===== config.mk =====
export PLATFORM = sky130hd
export DESIGN_NAME = scope_latch_display_writer
export DESIGN_NICKNAME = d
export VERILOG_FILES = /design/src/design/sld_pkg.sv /design/src/design/sld_cursor.sv /design/src/design/sld_cache.sv /design/src/design/scope_latch_display_writer.sv
export SDC_FILE = /design/constraint.sdc
export NUM_CORES = 1
export LEC_CHECK = 0
export BUFFER_PORTS_ARGS = -buffer_cell sky130_fd_sc_hd__buf_4
export CAP_MARGIN = 5
export CORE_ASPECT_RATIO = 1.25
export CORE_UTILIZATION = 45
export DETAILED_ROUTE_END_ITERATION = 7
export GPL_TIMING_DRIVEN = 0
export PLACE_DENSITY = 0.7
export RECOVER_POWER = 50
export SLEW_MARGIN = 15
export SYNTH_ARGS = -nofsm -noshare
export SYNTH_HDL_FRONTEND = slang
export SYNTH_SLANG_ARGS = --single-unit

===== constraint.sdc =====
create_clock -name clk -period 4 [get_ports clk]
set_clock_uncertainty 0.05 [all_clocks]
set_input_delay 0.2 -clock clk [delete_from_list [all_inputs] [get_ports clk]]
set_output_delay 0.2 -clock clk [all_outputs]
set_load 0.005 [all_outputs]

===== src/design/sld_pkg.sv =====
// shared constants and types for the scope latch display writer
package sld_pkg;

  // display grid
  localparam int COLUMNS = 16;
  localparam int ROWS    = 4;
  localparam int CELLS   = COLUMNS * ROWS;
  localparam int IDX_W   = $clog2(CELLS);

  // field widths
  localparam int COL_W  = 4;
  localparam int ROW_W  = 2;
  localparam int WORD_W = 16;
  localparam int CUR_W  = 8;

  // latch word decoding
  localparam int                HOME_BIT_POS = 15;
  localparam logic [WORD_W-1:0] NEWLINE_WORD = 16'hD555;

  // request kinds carried in tuser
  localparam logic CMD_WRITE = 1'b0;
  localparam logic CMD_CLEAR = 1'b1;

  // cursor decode of one request
  typedef struct packed {
    logic             is_char;
    logic             in_grid;
    logic [IDX_W-1:0] idx;
    logic [COL_W-1:0] col;
    logic [ROW_W-1:0] row;
  } lookup_t;

  // one redraw result
  typedef struct packed {
    logic [WORD_W-1:0] pattern;
    logic [ROW_W-1:0]  row;
    logic [COL_W-1:0]  col;
  } result_t;

endpackage


===== src/design/sld_cursor.sv =====
// cursor counters and decode of the latch word into a cache lookup
module sld_cursor
  import sld_pkg::*;
(
  input  logic              clk,
  input  logic              rst,
  input  logic              accept,
  input  logic              cmd,
  input  logic [WORD_W-1:0] word,
  output lookup_t           lk
);

  logic [CUR_W-1:0] cursor_column;
  logic [CUR_W-1:0] cursor_row;
  logic             is_home;
  logic             is_newline;
  logic [IDX_W-1:0] flat_idx;

  // classify the word
  assign is_home    = !word[HOME_BIT_POS];
  assign is_newline = (word == NEWLINE_WORD);

  // cell index and grid check from the current cursor
  assign flat_idx = IDX_W'(cursor_row * CUR_W'(COLUMNS) + cursor_column);

  always_comb begin
    lk.is_char = (cmd == CMD_WRITE) && !is_home && !is_newline;
    lk.in_grid = (cursor_column < CUR_W'(COLUMNS)) && (cursor_row < CUR_W'(ROWS));
    lk.idx     = flat_idx;
    lk.col     = cursor_column[COL_W-1:0];
    lk.row     = cursor_row[ROW_W-1:0];
  end

  // cursor update, 8-bit wrapping counters
  always_ff @(posedge clk) begin
    if (rst) begin
      cursor_column <= '0;
      cursor_row    <= '0;
    end else if (accept && cmd == CMD_WRITE) begin
      if (is_home) begin
        cursor_column <= '0;
        cursor_row    <= '0;
      end else if (is_newline) begin
        cursor_column <= '0;
        cursor_row    <= cursor_row + CUR_W'(1);
      end else begin
        cursor_column <= cursor_column + CUR_W'(1);
      end
    end
  end

endmodule


===== src/design/sld_cache.sv =====
// request register, pattern cache memory with valid bits, and redraw compare
module sld_cache
  import sld_pkg::*;
(
  input  logic              clk,
  input  logic              rst,
  input  logic              accept,
  input  logic              cmd,
  input  logic [WORD_W-1:0] word,
  input  lookup_t           lk,
  input  logic              advance,
  output logic              s1_valid,
  output logic              emit,
  output result_t           res
);

  logic [WORD_W-1:0] cache_mem [CELLS];
  logic [CELLS-1:0]  cell_valid;

  logic              s1_cmd;
  logic [WORD_W-1:0] s1_word;
  lookup_t           s1_lk;
  logic [WORD_W-1:0] rd_data;
  logic              fwd_hit;
  logic [WORD_W-1:0] fwd_data;

  logic [WORD_W-1:0] cached;
  logic              wr_en;
  logic              clear_en;

  // request register
  always_ff @(posedge clk) begin
    if (rst) begin
      s1_valid <= 1'b0;
    end else if (accept) begin
      s1_valid <= 1'b1;
    end else if (advance) begin
      s1_valid <= 1'b0;
    end
  end

  always_ff @(posedge clk) begin
    if (accept) begin
      s1_cmd  <= cmd;
      s1_word <= word;
      s1_lk   <= lk;
    end
  end

  // cache memory, read-before-write
  always_ff @(posedge clk) begin
    if (wr_en) begin
      cache_mem[s1_lk.idx] <= s1_word;
    end
    if (accept) begin
      rd_data <= cache_mem[lk.idx];
    end
  end

  // bypass for a write to the same cell in the read cycle
  always_ff @(posedge clk) begin
    if (rst) begin
      fwd_hit <= 1'b0;
    end else if (accept) begin
      fwd_hit <= wr_en && (s1_lk.idx == lk.idx);
    end
  end

  always_ff @(posedge clk) begin
    if (accept) begin
      fwd_data <= s1_word;
    end
  end

  // valid bits, cleared at once by a clear request
  always_ff @(posedge clk) begin
    if (rst) begin
      cell_valid <= '0;
    end else if (clear_en) begin
      cell_valid <= '0;
    end else if (wr_en) begin
      cell_valid[s1_lk.idx] <= 1'b1;
    end
  end

  // redraw decision
  assign cached   = fwd_hit ? fwd_data : rd_data;
  assign emit     = s1_valid && (s1_cmd == CMD_WRITE) && s1_lk.is_char && s1_lk.in_grid &&
                    (!cell_valid[s1_lk.idx] || (cached != s1_word));
  assign wr_en    = advance && emit;
  assign clear_en = advance && s1_valid && (s1_cmd == CMD_CLEAR);

  always_comb begin
    res.pattern = s1_word;
    res.row     = s1_lk.row;
    res.col     = s1_lk.col;
  end

  // checks
  a_write_needs_char: assert property (@(posedge clk) disable iff (rst)
    wr_en |-> (s1_valid && s1_cmd == CMD_WRITE && s1_lk.in_grid))
    else $error("cache write without a character request in the grid");

  a_write_sets_valid: assert property (@(posedge clk) disable iff (rst)
    wr_en |=> cell_valid[$past(s1_lk.idx)])
    else $error("cache write did not mark its cell valid");

  a_bypass_taken: assert property (@(posedge clk) disable iff (rst)
    (accept && wr_en && s1_lk.idx == lk.idx) |=> fwd_hit)
    else $error("same-cell write missed by the bypass");

  a_no_write_on_clear: assert property (@(posedge clk) disable iff (rst)
    clear_en |-> !wr_en)
    else $error("cache write during a clear request");

endmodule


===== src/design/scope_latch_display_writer.sv =====
// top level of the scope latch display writer
// Takes one request per cycle: a 16-bit latch word (tuser 0) or a cache clear
// (tuser 1). Home and new-line words move the cursor; other words are
// characters that produce one redraw result (column, row, pattern) when the
// cursor is in the 16x4 grid and the cell's cached pattern is invalid or
// different. Each request is held in the request register, where the registered
// read of the 64-entry cache memory is compared; its redraw result then goes to
// the output register. A new request is taken every cycle unless the output
// stalls. Reset clears the cursor and the cell valid bits at once, with no
// clearing pass.
module scope_latch_display_writer
  import sld_pkg::*;
(
  input  logic        clk,
  input  logic        rst,
  input  logic        s_tvalid,
  output logic        s_tready,
  input  logic [15:0] s_tdata,   // [15:0] latch_word
  input  logic [0:0]  s_tuser,   // [0] cmd
  output logic        m_tvalid,
  input  logic        m_tready,
  output logic [23:0] m_tdata    // [3:0] cell_column, [5:4] cell_row, [21:6] cell_pattern
);

  lookup_t lk;
  result_t res;
  logic    accept;
  logic    advance;
  logic    s1_valid;
  logic    emit;

  // handshake
  assign advance  = s1_valid && (!m_tvalid || m_tready);
  assign s_tready = !s1_valid || advance;
  assign accept   = s_tvalid && s_tready;

  sld_cursor u_cursor (
    .clk    (clk),
    .rst    (rst),
    .accept (accept),
    .cmd    (s_tuser[0]),
    .word   (s_tdata),
    .lk     (lk)
  );

  sld_cache u_cache (
    .clk      (clk),
    .rst      (rst),
    .accept   (accept),
    .cmd      (s_tuser[0]),
    .word     (s_tdata),
    .lk       (lk),
    .advance  (advance),
    .s1_valid (s1_valid),
    .emit     (emit),
    .res      (res)
  );

  // output register
  always_ff @(posedge clk) begin
    if (rst) begin
      m_tvalid <= 1'b0;
    end else if (advance) begin
      m_tvalid <= emit;
    end else if (m_tready) begin
      m_tvalid <= 1'b0;
    end
  end

  always_ff @(posedge clk) begin
    if (advance && emit) begin
      m_tdata <= {2'b00, res.pattern, res.row, res.col};
    end
  end

endmodule

* After elaboration in Yosys (flattened, before gate mapping)
Memory sizes are Yosys's and may differ from the RTL's. A register that Yosys moved wholly into a read port is not among the register bits.
Cells that the tools add are included.
** Operators by class
- Equality and inequality tests :: 4
- Bitwise operators :: 3
- Magnitude comparators :: 4
- Mux-type cells :: 15
- $add $sub $neg :: 3
- Reductions and logical operators :: 26
** Operators with widths (count)
- 64-bit OR :: 1
- 8-bit 2-to-1 mux :: 4
- 8-bit by 1-bit adder with 8-bit output, second input constant :: 2
- 16-bit == test, second input constant :: 1
- 16-bit 2-to-1 mux :: 1
- 16-bit inequality test :: 1
- 1-bit logical AND :: 15
- 8-bit by 3-bit < comparator with 1-bit output, second input constant :: 1
- 8-bit by 5-bit < comparator with 1-bit output, second input constant :: 1
- 1-bit 2-to-1 mux :: 8
- 6-bit by 7-bit < comparator with 1-bit output, second input constant :: 1
- 6-bit adder :: 1
- 1-bit binary-select mux with 6-bit select :: 1
- 1-bit demux with 6-bit select :: 1
- 6-bit == test :: 1
- 6-bit by 1-bit >= comparator with 1-bit output, second input constant :: 1
- 1-bit logical NOT :: 4
- 2-bit nonzero test :: 2
- 1-bit logical OR :: 3
- 2-bit by 1-bit inequality test with 1-bit output, second input constant :: 1
- 1-bit inverter :: 2
- 2-bit AND reduction :: 1
- 2-bit OR reduction :: 1
** Word-level totals
- Logic and storage cells :: 71
- Input port bits :: 21
- Memories kept :: 1
- Register bits after elaboration :: 152
- Output and inout port bits :: 26
- Bits in writable memories :: 1024
** Memories
- u_cache.cache_mem :: words 64, width 16, read ports 1, clocked after memory_dff 1, wr ports 1, RTL line sld_cache.sv:17 : logic [WORD_W-1:0] cache_mem [CELLS];

* Logic depth before layout (Yosys ltp)
Gate-level depths: netlist (run 1).
- Depth in word-level cells :: 8
- Depth in mapped cells :: 10
- Gate-level depth less buffers :: 7

* By module
A second synthesis (run 1) with hierarchy kept.
** Second synthesis, totals
- Cells, all modules :: 2275
- Area, all modules :: 46801.1 µm²
** By module, submodules not included
- sld_cache :: instances 1, sequential area each 33962.6 µm², cells an instance 2108, area each 44945.6 µm²
- sld_cursor :: instances 1, sequential area each 320.3 µm², cells an instance 133, area each 1094.8 µm²
- scope_latch_display_writer :: instances 1, sequential area each 680.7 µm², cells an instance 34, area each 760.7 µm²

* Least setup slack after synthesis (run 1)
No wires, ideal clock.
- Kind :: register to register
- From :: register u_cache.res[2] (netlist name)
- To :: memory u_cache.cache_mem[24][0], enable pin
- Stages on the path, launching flop included :: 10
- Path buffers :: 3
- Required time :: 3.536 ns
- Period minus slack after synthesis :: 3.782 ns
- Slack :: 0.218 ns
- Library setup time :: 0.414 ns
- Arrival time :: 3.318 ns
- Cells stage by stage :: edfxtp_1 buf_6 mux2_1 a221oi_1 o21ai_0 a311oi_2 nand3_2 buf_6 buf_6 a211oi_1
** RTL lines (RTL line)
- end: declaration :: sld_cache.sv:17

* Worst setup path in the final report (run 1)
- From :: register u_cursor.cursor_column[1]
- To :: register u_cache.rd_data[1], read port of u_cache.cache_mem (data pin)
** Between the ends
- Longest elaborated chain between the ends :: 1
** RTL lines
- start: declaration :: RTL line sld_cursor.sv:13 : logic [CUR_W-1:0] cursor_column;
- start signal: assignment :: RTL line sld_cursor.sv:47 : cursor_column <= cursor_column + CUR_W'(1);
- 6-bit adder :: RTL line sld_cursor.sv:24 : assign flat_idx = IDX_W'(cursor_row * CUR_W'(COLUMNS) + cursor_column);
- end: declaration :: RTL line sld_cache.sv:23 : logic [WORD_W-1:0] rd_data;
No other way between the ends.
A chain may end at the register's enable or synchronous reset.

==> run_results.csv, run 1 <==
group,metric,value,unit
global_route,grt_overflow,0,
cells_and_area,layout.nets,2559,
critical_path,cp_num_buf_inv,3,
drt,drt_pass1_iterations,7,
die,dieWidth,291,µm
sta,holdWs,0.174,ns
synthesis,synthAdderAreaFrac,0.0801,%
die,dieArea,105000,µm²
cells_and_area,utilization,53.1,%
critical_path,critical_path_class,"reg -> reg",
cells_and_area,seqCellArea,34800,µm²
run_status,failed_checks,"max-capacitance violations, max-slew violations",
synthesis,synth_xor_xnor_area_share,0.673,%
drt,drtAntennaViolNets,0,
flow_run,maxCapViolations,1,
clock_network,insertion_delay,0.72,ns
synthesis,synth_top_area_cell,"edfxtp_1",
die,num_rows,132,
synthesis,async_flop_share,0,%
sta,worst_slack,0.0315,ns
global_route,antenna_found_initial,3,
power,powerDensity,455,nW/µm²
drt,route.detailed.drc,0,
die,initial_core_util,45.3,%
cells_and_area,fin_area,54900,µm²
placement,place_area,51200,µm²
clock_network,cts_max_path_buffers,3,
global_route,grt_start_max_net_pins,41,
die,core-area,103000,µm²
clock_network,cts_buffers,105,
synthesis,synthMuxAreaShare,17.1,%
sta,hold_viol,0,
sta,tightest_slew,1.57,ns
synthesis,yosysMostFrequentCell,"edfxtp_1",
sta,fin_crit,3.97,ns
critical_path,crit_end,"u_cache.rd_data[1]$_DFFE_PP_",
worst_hold_path,min_path_type,"in -> reg",
critical_path,crit_slowest_cell,"clkbuf_1",
synthesis,synth_edf_count,1105,
cells_and_area,multi_input_area,11700,µm²
critical_path,cpPeakStageDelay,0.81,ns
synthesis,synth_area_per_cell,21.1,µm²
die,ioPinCount,47,
worst_hold_path,worstHoldPathCells,2,
synthesis,synthCells,2223,
clock_network,cts_tree,"done",
critical_path,r2r_slack,0.03,ns
placement,dp_hpwl,80400,µm
synthesis,synth_warnings,0,
sta,relSlewSlack,-4.54,%
clock_network,htree_levels,3,
sta,rsz0062_at_grt,"false",
synthesis,ys_seq_elements,1188,
drt,wire_per_inst,29.4,µm
global_route,track_usage,22.2,%
critical_path,crit_arrival,4.37,ns
power,irDropWorstVdd,0.355,mV
sta,max_clock_freq,252,MHz
critical_path,worstPathRequired,4.40,ns
global_route,grt_pass1_vias,24803,
drt,drtIter0Drc,2573,
cells_and_area,area_growth,17.2,%
synthesis,synth_top_area_share,70.8,%
critical_path,cp-end-kind,"flip-flop",
critical_path,reg2regPathDepth,6,
critical_path,crit_cells,6,
synthesis,ys.flop_type,"edfxtp_1",
run_status,status,"finished, violations left",
global_route,grt_pass1_wl,170000,µm
critical_path,cp_top_family,"buffers and inverters",
cells_and_area,final_layout_size_suffix_gt1_share,30.4,%
drt,vias,24237,
clock_network,root_buffer,"clkbuf_16",
critical_path,worst-path-max-fanout,10,
clock_network,clock_sinks,1188,
critical_path,crit_chain,"clkbuf_1 -> clkbuf_2 -> clkbuf_1 -> mux4_2 -> mux4_2 -> mux4_2",
die,die_h,363,µm
sta,drv_slew,23,
placement,gp_congestion,0.880,
cells_and_area,fillers,7719,
synthesis,syn_area,46900,µm²
critical_path,worstReg2RegEnd,"u_cache.rd_data[1]$_DFFE_PP_",
critical_path,timing.rr.start,"u_cursor.cursor_column[1]$_SDFFE_PP0P_",
placement,pre_cts_slack,-0.648,ns
critical_path,crit_start,"u_cursor.cursor_column[1]$_SDFFE_PP0P_",
drt,vias_per_cell,6.11,
drt,totalWireLength,116000,µm
sta,setup_violations,0,
synthesis,synth_top_family_by_area,"multiplexers",
critical_path,crit_top_cell,"mux4_2",
synthesis,synth-compound-area-share,3.79,%
synthesis,synth.distinct_cells,58,
clock_network,path_clk_slew,0.07,ns
synthesis,yosysSeqAreaShare,74.4,%
synthesis,yosys.area_share.simple,1.78,%
critical_path,cp-start-kind,"flip-flop",
sta,min_period_over_period,99.2,%
synthesis,yosys-top-cells-count,"edfxtp_1 (1105), mux4_2 (340), clkbuf_1 (94), dfxtp_1 (83), inv_1 (72)",
synthesis,synth.area.top_cells,"edfxtp_1 (71%), mux4_2 (16%), dfxtp_1 (3.5%), a32oi_1 (1.2%), a211oi_2 (0.77%)",
placement,io_buffers,43,
power,p_leak,16.4,nW
-- logic make-up (layout without fill, tap and decap cells) --
kind of cell	after synthesis	after routing
AND/OR/NAND/NOR	158	158
adder cells (fa/ha/maj)	3	3
flip-flops	1188	1188
multiplexers	375	375
buffers and inverters	234	634
other	1	3
XOR/XNOR	36	36
AO/OA/AOI/OAI	228	228
-- layout make-up --
class,count,area share [%]
Inverter,73,0.499
Tap cell,1340,3.05
Clock inverter,57,1.13
Antenna cell,1,0.00456
Timing Repair Buffer,204,4.05
Buffer,161,1.45
Sequential cell,1188,63.4
Multi-Input combinational cell,802,21.2
Clock buffer,139,5.13
-- registers in the layout, indices dropped and copies added (netlist names) --
name and flops:
u_cache.s1_cmd 1, u_cache.s1_valid 1, u_cursor.cursor_column 8, u_cache.res 5, m_tdata 22, u_cache.cache_mem 1024
u_cache.fwd_data 16, u_cache.fwd_hit 1, u_cache.s1_lk 5, m_tvalid 1, u_cursor.cursor_row 8, u_cache.rd_data 16
u_cache.s1_word 16, u_cache.cell_valid 64
-- what timing repair did --
item,in CTS,in global routing
endpoints found under the setup margin,660,700
endpoints found under the hold margin,51,0
gates resized for setup,13,5
hold buffers,21,0
pin swaps,9,5
setup buffers,23,9
-- where the power goes --
group / switching, mW / internal [mW] / leakage, nW
Clock: 4.55 / 5.52 / 1.64
Sequential: 0.0530 / 13.6 / 10.7
Combinational: 0.751 / 0.495 / 4.08
Total: 5.36 / 19.6 / 16.4
-- cells in the final DEF, fill, tap and decap left out, types with 9 or more instances in the layout --
master | Yosys | routed
a211oi_4 | 0 | 64
a32oi_1 | 66 | 66
buf_1 | 17 | 13
buf_16 | 0 | 10
buf_2 | 32 | 28
buf_4 | 7 | 38
buf_6 | 11 | 39
buf_8 | 0 | 54
clkbuf_1 | 94 | 131
clkbuf_16 | 0 | 105
clkbuf_2 | 0 | 22
clkbuf_4 | 0 | 34
clkinv_1 | 0 | 18
clkinv_2 | 0 | 14
dfxtp_1 | 83 | 83
dlygate4sd3_1 | 0 | 21
edfxtp_1 | 1105 | 1105
inv_1 | 72 | 72
mux2i_1 | 26 | 26
mux4_2 | 340 | 340
nand2_1 | 21 | 20
nand4_1 | 9 | 9
nor2_1 | 21 | 21
nor3_1 | 66 | 66
o21ai_0 | 68 | 68
xnor2_1 | 22 | 21
xor2_1 | 14 | 14
-- worst min path at each step --
stage	startpoint	end	slack, ns
after floorplan	s_tuser	u_cache.s1_cmd$_DFFE_PP_	0.25
after global placement	s_tdata[5]	u_cache.s1_word[5]$_DFFE_PP_	0.33
after detailed placement	s_tdata[5]	u_cache.s1_word[5]$_DFFE_PP_	0.34
after CTS	s_tdata[5]	u_cache.s1_word[5]$_DFFE_PP_	0.14
after global routing	s_tdata[12]	u_cache.s1_word[12]$_DFFE_PP_	0.19
final	s_tdata[8]	u_cache.s1_word[8]$_DFFE_PP_	0.17
-- layer usage --
metal / wire, µm / track usage, %
met1: 42900 / 27.9
met2: 59500 / 37.9
met4: 5270 / 9.91
met5: 76 / 0
met3: 8640 / 3.47
-- per-stage QoR --
step | setup TNS (ns) | instances | power [mW]
floorplan | 0 | 2224 | 14.6
global placement | -1739.12 | 3607 | 15.0
detailed placement | -43.08 | 3715 | 15.2
CTS | 0 | 3955 | 25.1
global route | 0 | 3964 | 25.6
finish | 0 | 3965 | 25.0
Power figures use the tool's default switching activity.
==> inputs of run 2 (changes only) <==
- CELL_PAD_IN_SITES_DETAIL_PLACEMENT: not set -> 1
- CELL_PAD_IN_SITES_GLOBAL_PLACEMENT: not set -> 1
- PLACE_DENSITY: 0.7 -> 0.74
- clock period: 4 -> 3.8 ns (I/O delays scaled with it)
==> run 2 against run 1 <==
The flow still finishes with violations (max-capacitance violations, max-slew violations); final cell count grew 1.4%; setup slack lost 0.031 ns; cell area grew 0.91%; routed wire length grew 19%; non-clock buffer count grew 57; die area is the same; combinational power grew 10%; sequential cell count is the same; sequential share of layout area shrank 0.57 points; global-route usage grew 3.7 points; critical path depth shrank 2; via count grew 5.4%.
==> run_results.csv, run 2 (synthesis gave the netlist of run 1 again) <==
group,metric,value,unit
clock_network,htree_levels,3,
drt,drt_pass1_iterations,5,
cells_and_area,largest_reg_flops,1024,
critical_path,crit_slowest_cell,"clkbuf_1",
sta,tightest_slew,1.75,ns
cells_and_area,largestRegisters,"u_cache.cache_mem (1024), u_cache.cell_valid (64), m_tdata (22)",
clock_network,path_clk_slew,0.07,ns
power,powerDensity,483,nW/µm²
worst_hold_path,min_path_type,"in -> reg",
global_route,grt_pass1_vias,26386,
global_route,track_usage,25.9,%
clock_network,clock_sinks,1188,
cells_and_area,fin_area,55400,µm²
drt,wire_per_inst,34.4,µm
cells_and_area,final_cell_mix,"edfxtp_1 (1105), mux4_2 (340), clkbuf_1 (134)",
placement,dp_hpwl,88700,µm
die,ioPinCount,47,
flow_run,maxCapViolations,1,
critical_path,cp-end-kind,"flip-flop",
die,dieWidth,291,µm
drt,vias,25551,
cells_and_area,utilization,53.6,%
sta,hold_viol,0,
placement,io_buffers,43,
run_status,status,"finished, violations left",
power,irDropWorstVdd,0.382,mV
clock_network,insertion_delay,0.75,ns
clock_network,root_buffer,"clkbuf_16",
placement,place_area,51200,µm²
critical_path,cpPeakStageDelay,0.99,ns
cells_and_area,final_layout_size_suffix_gt1_share,31.9,%
global_route,grt_overflow,0,
critical_path,crit_arrival,4.21,ns
critical_path,timing.rr.start,"u_cursor.cursor_column[2]$_SDFFE_PP0P_",
critical_path,worstReg2RegEnd,"u_cache.rd_data[2]$_DFFE_PP_",
global_route,antenna_found_initial,6,
drt,vias_per_cell,6.35,
global_route,grt_pass1_wl,193000,µm
drt,drtAntennaViolNets,0,
sta,setup_violations,0,
critical_path,worst-path-max-fanout,10,
clock_network,cts_max_path_buffers,3,
critical_path,reg2regPathDepth,4,
die,num_rows,132,
clock_network,cts_buffers,109,
critical_path,critical_path_class,"reg -> reg",
die,die_h,363,µm
die,core-area,103000,µm²
drt,drtIter0Drc,3398,
sta,relSlewSlack,-16.7,%
sta,max_clock_freq,263,MHz
sta,drv_slew,22,
sta,setup_tns,0,ns
clock_network,cts_tree,"done",
cells_and_area,layout.nets,2620,
critical_path,crit_chain,"clkbuf_1 -> clkbuf_1 -> mux4_2 -> mux4_2",
global_route,grt_start_max_net_pins,41,
run_status,failed_checks,"max-capacitance violations, max-slew violations",
die,initial_core_util,45.3,%
cells_and_area,area_growth,18.3,%
die,dieArea,105000,µm²
cells_and_area,fillers,9140,
placement,gp_congestion,0.866,
sta,fin_crit,3.80,ns
cells_and_area,layout_commonest_cell,"edfxtp_1",
critical_path,r2r_slack,0.0001,ns
critical_path,crit_end,"u_cache.rd_data[2]$_DFFE_PP_",
power,p_leak,16.7,nW
cells_and_area,regMostFlops,"u_cache.cache_mem",
drt,totalWireLength,138000,µm
drt,route.detailed.drc,0,
critical_path,crit_start,"u_cursor.cursor_column[2]$_SDFFE_PP0P_",
critical_path,worstPathRequired,4.21,ns
critical_path,cp-start-kind,"flip-flop",
sta,min_period_over_period,100,%
==> run 2: cell types whose count changed in the layout (fill, tap and decap cells not counted), moves of 5 or more <==
| cell | change |
|---|---|
| buf_4 | +47 |
| clkbuf_8 | -5 |
| clkbuf_4 | -16 |
| buf_8 | -11 |
| buf_12 | +12 |
| clkbuf_16 | +6 |
| buf_16 | -5 |
| clkbuf_2 | +9 |
| buf_6 | +15 |
==> run 2: worst min path at each step <==
stage          slack (ns)   startpoint                             to  depth (start not counted)
4_1_cts              0.09   s_tdata[4]   u_cache.s1_word[4]$_DFFE_PP_                          2
5_1_grt              0.17  s_tdata[14]  u_cache.s1_word[14]$_DFFE_PP_                          2
2_1_floorplan        0.24      s_tuser       u_cache.s1_cmd$_DFFE_PP_                          0
3_5_place_dp         0.33   s_tdata[7]   u_cache.s1_word[7]$_DFFE_PP_                          1
3_3_place_gp         0.33  s_tdata[11]  u_cache.s1_word[11]$_DFFE_PP_                          1
6_report             0.17   s_tdata[3]   u_cache.s1_word[3]$_DFFE_PP_                          2
==> run 2: timing repair <==
item                       4_1_cts  5_1_grt
setup buffers                   45       44
hold buffers                    21        0
hold endpoints to repair        51        0
pin swaps                       22       30
setup endpoints to repair     1001      718
gates resized for setup         25       12
==> run 2: area by class of cell <==
cell class	instances	area [µm²]	area share, %
well taps	1340	1680	3.03
clock inverters	59	618	1.12
inverters	73	274	0.494
repair buffers	262	2610	4.71
multi-input cells	802	11700	21.1
clock buffers	137	2890	5.21
flip-flops and latches	1188	34800	62.9
plain buffers	160	835	1.51
diodes	1	2.50	0.00452
==> run 2: metal layers <==
metal  wire length (µm)  part of all wire [%]  GRT usage [%]  vias up
met2              71400                    52           45.1     1517
met1              48100                    35           30.9    13622
li1                   -                     -              -    10047
met5                 47                 0.034              0        -
met3              10900                   7.9           4.28      357
met4               7900                   5.7           13.7        8
==> run 2: metrics by stage <==
stage	total power, mW	instances	worst slack (ns)	hold slack [ns]
CTS	26.8	3977	0.00461	0.0860
finish	26.8	4022	0.000123	0.165
floorplan	15.4	2224	0.0179	0.239
global route	27.3	4022	-0.0212	0.167
global placement	15.9	3607	-2.67	0.325
detailed placement	16.0	3716	-1.09	0.328
==> run 2: worst max-delay path, delay by kind of cell (launching register included) <==
| kind | cells | cell delay [ns] |
|---|---|---|
| buffers and inverters | 2 | 1.82 |
| flip-flops | 1 | 0.40 |
| multiplexers | 2 | 1.26 |
==> run 2: power by group <==
group / leakage (nW) / switching [mW] / internal [mW]
Combinational: 4.37 / 0.868 / 0.512
Clock: 1.70 / 5.01 / 5.97
Sequential: 10.7 / 0.0604 / 14.3
==> inputs of run 3 (changes only) <==
- BUFFER_PORTS_ARGS: -buffer_cell sky130_fd_sc_hd__buf_4 -> not set
- DONT_BUFFER_PORTS: not set -> 1
- PLACE_DENSITY: 0.74 -> 0.73
==> run 3 against run 2 <==
The run ends with max-capacitance violations, max-slew violations, negative setup slack left; critical path depth grew 6; maximum frequency shrank 0.33%; clock power grew 5%; critical endpoint is now u_cache.cache_mem[35][8]$_DFFE_PP_; largest cell class unchanged; largest power group unchanged.
==> run_results.csv, run 3 (synthesis gave the netlist of run 1 again) <==
group,metric,value,unit
run_status,status,"finished, violations left",
run_status,failed_checks,"max-capacitance violations, max-slew violations, negative setup slack",
cells_and_area,largestRegisters,"u_cache.cache_mem (1024), u_cache.cell_valid (64), m_tdata (22)",
clock_network,cts_tree,"done",
cells_and_area,fin_area,55500,µm²
critical_path,cpPeakStageDelay,0.50,ns
placement,placed_cells,3676,
power,pwr-share-seq,52.6,%
cells_and_area,seqCellArea,34800,µm²
clock_network,path_clk_slew,0.07,ns
global_route,grt_pass1_vias,26672,
drt,totalWireLength,137000,µm
placement,dp_hpwl,88800,µm
cells_and_area,layout_commonest_cell,"edfxtp_1",
power,powerDensity,493,nW/µm²
cells_and_area,fin_cells,3992,
critical_path,crit_slowest_cell,"edfxtp_1",
cells_and_area,fillers,9098,
power,p_sw,5.98,mW
sta,tightest_slew,1.67,ns
die,ioPinCount,47,
flow_run,maxCapViolations,2,
sta,worst_slack,-0.0125,ns
global_route,track_usage,26.1,%
critical_path,cp-start-kind,"flip-flop",
sta,drv_slew,52,
clock_network,cts_buffers,108,
sta,min_period_over_period,100,%
power,power.total,27.4,mW
clock_network,insertion_delay,0.77,ns
critical_path,cp_top_family,"buffers and inverters",
drt,drtAntennaViolNets,0,
power,p_sw_share,21.9,%
drt,wire_per_inst,34.4,µm
cells_and_area,multi_input_area,11700,µm²
drt,vias_per_cell,6.38,
die,dieWidth,291,µm
cells_and_area,final_layout_size_suffix_gt1_share,32.4,%
cells_and_area,layout.nets,2583,
global_route,grt_start_max_net_pins,43,
critical_path,crit_top_cell,"buf_6",
cells_and_area,final_cell_mix,"edfxtp_1 (1105), mux4_2 (340), clkbuf_16 (109)",
clock_network,clock_sinks,1188,
critical_path,crit_arrival,4.20,ns
drt,route.detailed.drc,0,
sta,setup_tns,-0.0815,ns
global_route,grt_overflow,0,
sta,max_clock_freq,262,MHz
power,p_leak,16.8,nW
critical_path,worstPathRequired,4.18,ns
placement,gp_congestion,0.861,
clock_network,root_buffer,"clkbuf_16",
global_route,antenna_found_initial,2,
clock_network,cts_max_path_buffers,3,
sta,setup_violations,12,
critical_path,cp-end-kind,"flip-flop",
worst_hold_path,min_path_type,"in -> reg",
die,core-area,103000,µm²
drt,drtIter0Drc,3092,
global_route,grt_pass1_wl,194000,µm
clock_network,htree_levels,3,
cells_and_area,largest_reg_flops,1024,
die,dieArea,105000,µm²
sta,hold_viol,0,
power,internal_power,21.4,mW
placement,io_buffers,0,
die,initial_core_util,45.3,%
sta,holdWs,0.0354,ns
critical_path,cp_num_buf_inv,5,
drt,drt_pass1_iterations,5,
critical_path,crit_chain,"buf_2 -> clkbuf_2 -> mux2i_1 -> o21ai_1 -> a311oi_2 -> nand3_2 -> buf_6 -> buf_6 -> a211oi_4 -> buf_6",
drt,vias,25452,
critical_path,worst-path-max-fanout,14,
die,num_rows,132,
power,p_clk_share,42.3,%
cells_and_area,area_growth,18.4,%
sta,fin_crit,3.81,ns
placement,place_area,50900,µm²
die,die_h,363,µm
power,irDropWorstVdd,0.469,mV
sta,relSlewSlack,-11.1,%
power,pwr-share-comb,5.1,%
critical_path,critical_path_class,"reg -> reg",
cells_and_area,regMostFlops,"u_cache.cache_mem",
run 3: layer usage:
layer / vias up / GRT usage, % / share of wire (%)
met4: 4 / 14.7 / 6.4
met3: 405 / 4.68 / 8.1
met5: - / 0 / 0.020
met1: 13513 / 31.3 / 35
li1: 9965 / - / -
met2: 1565 / 44.7 / 50
run 3: power by group through the flow:
stage          registers (mW)  clock network [mW]  logic, mW
4_1_cts                  14.4                11.6       1.40
3_3_place_gp             14.9                   0      0.976
2_1_floorplan            14.7                   0      0.678
6_report                 14.4                11.6       1.39
3_5_place_dp             14.7                   0       1.33
5_1_grt                  14.4                12.1       1.43
run 3: final cells by class:
type	count	share of cell area [%]
antenna	1	0.00451
buffer	161	1.50
clock buffer	136	5.19
clock inverter	66	1.60
inverter	73	0.494
multi-input combinational	802	21.1
sequential	1188	62.8
tap	1340	3.02
timing repair buffer	225	4.29
run 3: worst paths after layout:
| path | start | endpoint | slack, ns | cells after the start |
|---|---|---|---|---|
| min reg2reg | u_cache.res[5]$_DFFE_PP_ | m_tdata[5]$_DFFE_PP_ | 0.38 | 0 |
| min | s_tdata[8] | u_cache.s1_word[8]$_DFFE_PP_ | 0.04 | 1 |
| max | u_cache.res[1]$_DFFE_PP_ | u_cache.cache_mem[35][8]$_DFFE_PP_ | -0.01 | 10 |
| max reg2reg | u_cache.res[1]$_DFFE_PP_ | u_cache.cache_mem[35][8]$_DFFE_PP_ | -0.01 | 10 |
run 3: timing repair:
item                                     CTS  global route
setup buffers                             64            21
endpoints found under the setup margin  1021           824
hold buffers                              27             0
hold endpoints to repair                  55             0
pin swaps                                 41            16
cloned                                     0             1
gates resized for setup                   34             8
run 3: stage by stage:
stage               setup slack, ns  utilization, %
global placement              -2.77            46.9
finish                      -0.0125            53.6
CTS                         0.00222            53.7
detailed placement            -1.13            49.2
floorplan                    0.0179               -
global route                -0.0111            53.6
run 3: worst reg2reg max path: stages (launching register included):
cell,delay (ns)
edfxtp_1,0.50
buf_2,0.29
clkbuf_2,0.37
mux2i_1,0.38
o21ai_1,0.11
a311oi_2,0.39
nand3_2,0.24
buf_6,0.23
buf_6,0.20
a211oi_4,0.45
buf_6,0.27
